$ cat src/design/cbf_pkg.sv
// Shared types and constants for the cubic Bezier flattener.
`timescale 1ns / 1ps

package cbf_pkg;

   localparam int SEG_BITS = 6;
   localparam int T_BITS   = 17;
   localparam int W_BITS   = 19;
   localparam int BIT_CNT_BITS = 5;

   localparam logic [T_BITS-1:0]   T_ONE     = 17'h10000;
   localparam logic [SEG_BITS-1:0] SEG_RESET = 6'd16;

   typedef enum logic {
      SEQ_IDLE,
      SEQ_RUN
   } seq_state_type;

   typedef enum logic {
      DIV_BUSY,
      DIV_DONE
   } div_state_type;

   // step of t per sample: T_ONE / segments, quotient and remainder
   typedef struct packed {
      logic                ready;
      logic [T_BITS-1:0]   quot;
      logic [SEG_BITS-1:0] rem;
   } step_type;

endpackage

$ cat src/design/cbf_step_div.sv
// Bit-serial divider that derives the t step from the segment count.
`timescale 1ns / 1ps

module cbf_step_div (
   input  logic                       clock,
   input  logic                       reset,
   input  logic                       start,
   input  logic [cbf_pkg::SEG_BITS-1:0] divisor,
   output cbf_pkg::step_type          step
);
   import cbf_pkg::*;

   div_state_type           state_ff, state_in;
   logic [BIT_CNT_BITS-1:0] bit_ff;
   logic [T_BITS-1:0]       quot_ff;
   logic [SEG_BITS-1:0]     rem_ff;

   logic                    dvd_bit;
   logic [SEG_BITS:0]       rem_sh;
   logic [SEG_BITS:0]       rem_diff;
   logic                    fits;

   // the dividend is T_ONE: only its top bit is set
   assign dvd_bit  = (bit_ff == BIT_CNT_BITS'(T_BITS - 1));
   assign rem_sh   = {rem_ff, dvd_bit};
   assign rem_diff = rem_sh - {1'b0, divisor};
   assign fits     = (rem_sh >= {1'b0, divisor});

   always_comb begin
      state_in = state_ff;
      case (state_ff)
         DIV_BUSY: begin
            if (bit_ff == '0) state_in = DIV_DONE;
         end
         DIV_DONE: begin
            state_in = DIV_DONE;
         end
         default: begin
            state_in = DIV_BUSY;
         end
      endcase
      if (start) state_in = DIV_BUSY;
   end

   always_comb begin
      step.ready = (state_ff == DIV_DONE);
      step.quot  = quot_ff;
      step.rem   = rem_ff;
   end

   always_ff @(posedge clock) begin
      if (reset || start) begin
         state_ff <= DIV_BUSY;
         bit_ff   <= BIT_CNT_BITS'(T_BITS - 1);
         quot_ff  <= '0;
         rem_ff   <= '0;
      end else begin
         state_ff <= state_in;
         if (state_ff == DIV_BUSY) begin
            quot_ff <= {quot_ff[T_BITS-2:0], fits};
            rem_ff  <= fits ? rem_diff[SEG_BITS-1:0] : rem_sh[SEG_BITS-1:0];
            bit_ff  <= bit_ff - 1'b1;
         end
      end
   end

   a_rem_below_div: assert property (@(posedge clock) disable iff (reset)
      state_ff == DIV_DONE |-> rem_ff < divisor)
      else $error("step remainder not below segment count");

   a_div_identity: assert property (@(posedge clock) disable iff (reset)
      state_ff == DIV_DONE |->
         (24'(quot_ff) * 24'(divisor) + 24'(rem_ff)) == 24'(T_ONE))
      else $error("step quotient and remainder do not rebuild one");

   a_div_finishes: assert property (@(posedge clock) disable iff (reset)
      state_ff == DIV_BUSY && bit_ff == '0 && !start |=> state_ff == DIV_DONE)
      else $error("divider did not finish after last bit");

endmodule

$ cat config.mk
export PLATFORM = sky130hd
export DESIGN_NAME = cbf_step_div
export DESIGN_NICKNAME = d
export VERILOG_FILES = /design/src/design/cbf_pkg.sv /design/src/design/cbf_step_div.sv
export SDC_FILE = /design/constraint.sdc
export NUM_CORES = 1
export LEC_CHECK = 0
export BUFFER_PORTS_ARGS = -buffer_cell sky130_fd_sc_hd__clkbuf_2
export CAP_MARGIN = 20
export CORE_UTILIZATION = 55
export CTS_BUF_LIST = sky130_fd_sc_hd__clkbuf_4 sky130_fd_sc_hd__clkbuf_8
export CTS_CLUSTER_DIAMETER = 50
export CTS_CLUSTER_SIZE = 24
export DETAILED_ROUTE_END_ITERATION = 10
export PLACE_DENSITY = 0.93
export SLEW_MARGIN = 5
export SYNTH_ARGS = -nofsm -noshare
export SYNTH_HDL_FRONTEND = slang
export SYNTH_SLANG_ARGS = --single-unit
$ cat constraint.sdc
create_clock -name clock -period 3.05 [get_ports clock]
set_input_delay 0.61 -clock clock [delete_from_list [all_inputs] [get_ports clock]]
set_output_delay 0.61 -clock clock [all_outputs]
set_load 0.01 [all_outputs]
Yosys cells after proc, flatten, opt, wreduce, memory -nomap -nowiden
Index checks and enable logic that the tools add are counted.
{ "op_classes": {"bitwise": 1, "add_sub_neg": 2, "magnitude_cmp": 1, "multipliers": 0, "n_shift": 0, "n_div": 0, "n_eq_ne": 1, "mux": 3, "reduce_logical": 3} }
{ "ops": {"columns": ["op", "n"], "rows": [
  ["$ge 7x6->1", 1],
  ["$mux 6", 1],
  ["$sub 6x6->6", 1],
  ["$eq 5x5->1 const B", 1],
  ["$logic_not 5->1", 1],
  ["$sub 5x1->5 const B", 1],
  ["$pmux 1 s2", 1],
  ["$reduce_or 2->1", 1],
  ["$logic_or 1x1->1", 1],
  ["$mux 1", 1],
  ["$not 1->1", 1]
]} }
{ "totals": {"romBits": 0, "memories": 0, "mem_bits_rw": 0, "inputBits": 9, "wordCells": 15, "latchBits": 0, "reg_bits": 29, "out_inout_bits": 24} }

Longest topological paths before layout
{ "logic_depth": {"depth_word": 3, "ltp_mapped": 10, "mapped_depth_nobuf": 10} }

Least setup slack after synthesis
No wires, ideal clock.
{ "synth_path": {"path_kind": "input to register", "start": "input port divisor[4] in the netlist's numbering", "end": "register rem_ff[0]", "path_slack_ns": 0.719, "arrival_time_ns": 2.261, "setup_time_ns": 0.070, "n_path_buf": 0, "cell_stages": 7, "t_required_ns": 2.980, "path_cell_list": "inv_1 ha_1 a21o_1 a211o_1 a41oi_4 mux2_2 a21oi_1"} }
{ "synth_between": {"elab_chain_cells": 2} }
{ "synth_lines": {"columns": ["item", "line", "source"], "rows": [
  ["start: declaration", "cbf_step_div.sv:8", "input logic [cbf_pkg::SEG_BITS-1:0] divisor,"],
  ["$ge 7x6->1", "cbf_step_div.sv:27", "assign fits = (rem_sh >= {1'b0, divisor});"],
  ["$mux 6", "cbf_step_div.sv:61", "rem_ff <= fits ? rem_diff[SEG_BITS-1:0] : rem_sh[SEG_BITS-1:0];"],
  ["end signal: assignment", "cbf_step_div.sv:61", null],
  ["end: declaration", "cbf_step_div.sv:16", "logic [SEG_BITS-1:0] rem_ff;"]
]} }
No other way between the ends.
A chain may end at the register's enable or synchronous reset.

Worst setup path after layout
{ "layout_path": {"start": "register bit_ff[0]", "end": "register rem_ff[0]"} }
{ "layout_between": {"elab_chain_cells": 3, "word_cells_on_any_way": 4, "classes_between": "add/sub: 1; order compare: 1; eq/ne: 1; mux: 1"} }
{ "layout_lines": {"columns": ["item", "line", "source"], "rows": [
  ["start: declaration", "cbf_step_div.sv:14", "logic [BIT_CNT_BITS-1:0] bit_ff;"],
  ["start signal: assignment", "cbf_step_div.sv:54", "bit_ff <= BIT_CNT_BITS'(T_BITS - 1);"],
  ["start signal: assignment", "cbf_step_div.sv:62", "bit_ff <= bit_ff - 1'b1;"],
  ["$eq 5x5->1 (*)", "cbf_step_div.sv:24", "assign dvd_bit = (bit_ff == BIT_CNT_BITS'(T_BITS - 1));"],
  ["$sub 6x6->6 / $ge 7x6->1 (equally long branches)", "cbf_step_div.sv:26, cbf_step_div.sv:27", null],
  ["$mux 6 (*)", "cbf_step_div.sv:61", null]
]} }
Every way passes the cells marked *; elsewhere a longest branch is shown, timed or not.

==> flow_summary.toml <==
[timing]
slew_viol_final = 0
slew_headroom = 0.5803
finalSetupViolations = 0
hold_viol = 0
max_freq_mhz = 433.1
holdWs_ns = 0.5155
skew_ns = 0.006875
finalCritPeriodShare = 0.7571
worstMarginPinSlew_ns = 0.6286
rsz0062_at_grt = "no"
finalSetupTns_ns = 0
finalCriticalPeriod_ns = 2.309

[layout]
layout.nets = 206
n_fill_cell = 199
multi_input_area_um2 = 788.3
layout.cells.most_common = "clkbuf_2"
instances_no_fill = 218
seqCellArea_um2 = 580.6
final_cell_mix = "clkbuf_2, nor2_1, dfxtp_1, mux2i_1"
drive_above_1_share = 0.2394
num_antenna_cells = 0
syn_to_final_growth_pct = 18.12

[clock_network]
cts-htree-levels = 2
post-cts-setup-buffers = 0
cts.sinks = 29
cts_made_buffers = 5
clk_pin_slew_ns = 0.09
cts_root_buf = "clkbuf_4"
clock_latency_ns = 0.33
cts_resized = 0
cts_buffer_depth = 2
postCtsHoldBufs = 0
cts_tree = "built"

[grt]
grt_pass1_wl_um = 4657
grt_usage = 0.2375
antenna_found_initial = 0
grt_max_degree = 26
grt_pass1_vias = 1104
grt.overflow.total = 0

[setup_path]
path_class = "reg -> reg"
rrSetupSlack_ns = 0.74
required_ns = 3.31
critPathArrivalTime_ns = 2.57
crit_path_max_fanout = 9
crit_path_end_kind = "register"
startpoint_type = "register"

[pwr]
p_per_area_mw_per_mm2 = 515.2
leakagePower_nw = 0.7645
ir_worst_vdd_mv = 0.4964

[die]
start_util = 0.5798
ioPinCount = 33
die-area_mm2 = 0.002820
rows = 18
fp.dieW_um = 53.11
core_area_mm2 = 0.002477
chipHeight_um = 53.11

[hold_path]
hold_class = "reg -> reg"

[run_status]
run_status = "complete, no violations"

[drt]
drt-initial-drc-count = 18
drc = 0
wl_per_cell_um = 13.30
wl_um = 2900
vias = 1187
drt_first_pass_iters = 4
viasPerCell = 5.445
ant_nets = 0

[yosys]
syn_area_mm2 = 0.001436
synth_cell_types = 32
synth_area_leaders = "dfxtp_1, mux2i_1, nor2_1, ha_1, a21oi_1"
netlist_instances = 155
synth-seq-area-share = 0.4042
synth_fp_nets = 174
synthArstFlopShare = 0
yosys.area.top_type_share = 0.4042
avgSynthCellArea_um2 = 9.267
synth-seq-cells = 29
synth_flop_cell = "dfxtp_1"
ys.warnings.count = 0
synth_top_area_cell = "dfxtp_1"
synth_edf_count = 0

[run]
drv_cap = 0

[place]
place.gp.congestion = 0.8188
dpl.cell_count = 210
dpl.hpwl_um = 2121
io_buffers = 32
==> routing by layer <==
| layer | GRT usage | share of wire |
|---|---|---|
| met4 | 0.1623 | 0.025 |
| met3 | 0.06897 | 0.038 |
| met1 | 0.2487 | 0.42 |
| met5 | 0 | 0 |
| met2 | 0.4051 | 0.52 |
==> power by group <==
group	leakage (nW)	internal (mW)	switching (mW)
clock	0.0489	0.205	0.133
sequential	0.235	0.389	0.0119
combinational	0.481	0.0619	0.0741
total	0.764	0.655	0.219
==> layout make-up <==
cell class | instances | share of cell area
sequential | 29 | 0.3422
clock buffer | 7 | 0.03466
inverter | 9 | 0.01991
timing repair buffer | 33 | 0.09882
tap | 30 | 0.02212
clock inverter | 1 | 0.01770
multi-input combinational | 109 | 0.4646
==> logic make-up after synthesis <==
logic type	synth area share
and+or+nand+nor	0.1559
DFF	0.4042
AOI/OAI and AO/OA	0.1106
muxes	0.1472
buffers and inverters	0.04704
adders and majority gates	0.09234
xor gates and xnor gates	0.04268
==> sequential cells by signal (all words and copies together), names as in the netlist <==
register	count
quot_ff	17
bit_ff	5
rem_ff	6
state_ff	1
==> critical path, stage by stage (launching register included) <==
cell     delay [ns]
dfxtp_1        0.38
inv_1          0.08
ha_1           0.21
nand3_1        0.13
ha_1           0.26
nor2b_1        0.14
o21ai_1        0.13
a41oi_4        0.41
mux2_2         0.38
a21oi_1        0.13
==> cells in the mapped netlist (all sizes together) (2+ instances only) <==
| library cell | number |
|---|---|
| a211oi | 3 |
| a21o | 2 |
| a21oi | 9 |
| buf | 3 |
| clkbuf | 5 |
| dfxtp | 29 |
| ha | 9 |
| inv | 9 |
| mux2i | 20 |
| nand2 | 2 |
| nand2b | 2 |
| nand3 | 3 |
| nor2 | 31 |
| nor2b | 4 |
| o21ai | 4 |
| xnor2 | 4 |
| xor2 | 3 |
==> stage by stage <==
stage                       util  area (um^2)  total power [mW]  setup WS [ns]
final                     0.6848         1697            0.8742         0.7408
after global routing      0.6848         1697            0.9151         0.6521
after CTS                 0.6848         1697            0.8786         0.7486
after detailed placement  0.6490         1608            0.5439         0.5203
after global placement    0.6490         1608            0.5330         0.5980
after floorplan                -         1436            0.5102         0.7187
==> path summary, 6_finish.rpt <==
check                            from                        to  cells after the start
max            bit_ff[0]$_SDFFE_PP0N_    rem_ff[0]$_SDFFE_PP0N_                      9
min          quot_ff[16]$_SDFFE_PP0N_  quot_ff[16]$_SDFFE_PP0N_                      2
max reg2reg    bit_ff[0]$_SDFFE_PP0N_    rem_ff[0]$_SDFFE_PP0N_                      9
min reg2reg  quot_ff[16]$_SDFFE_PP0N_  quot_ff[16]$_SDFFE_PP0N_                      2
No activity file was read; power rests on OpenSTA's default activity.
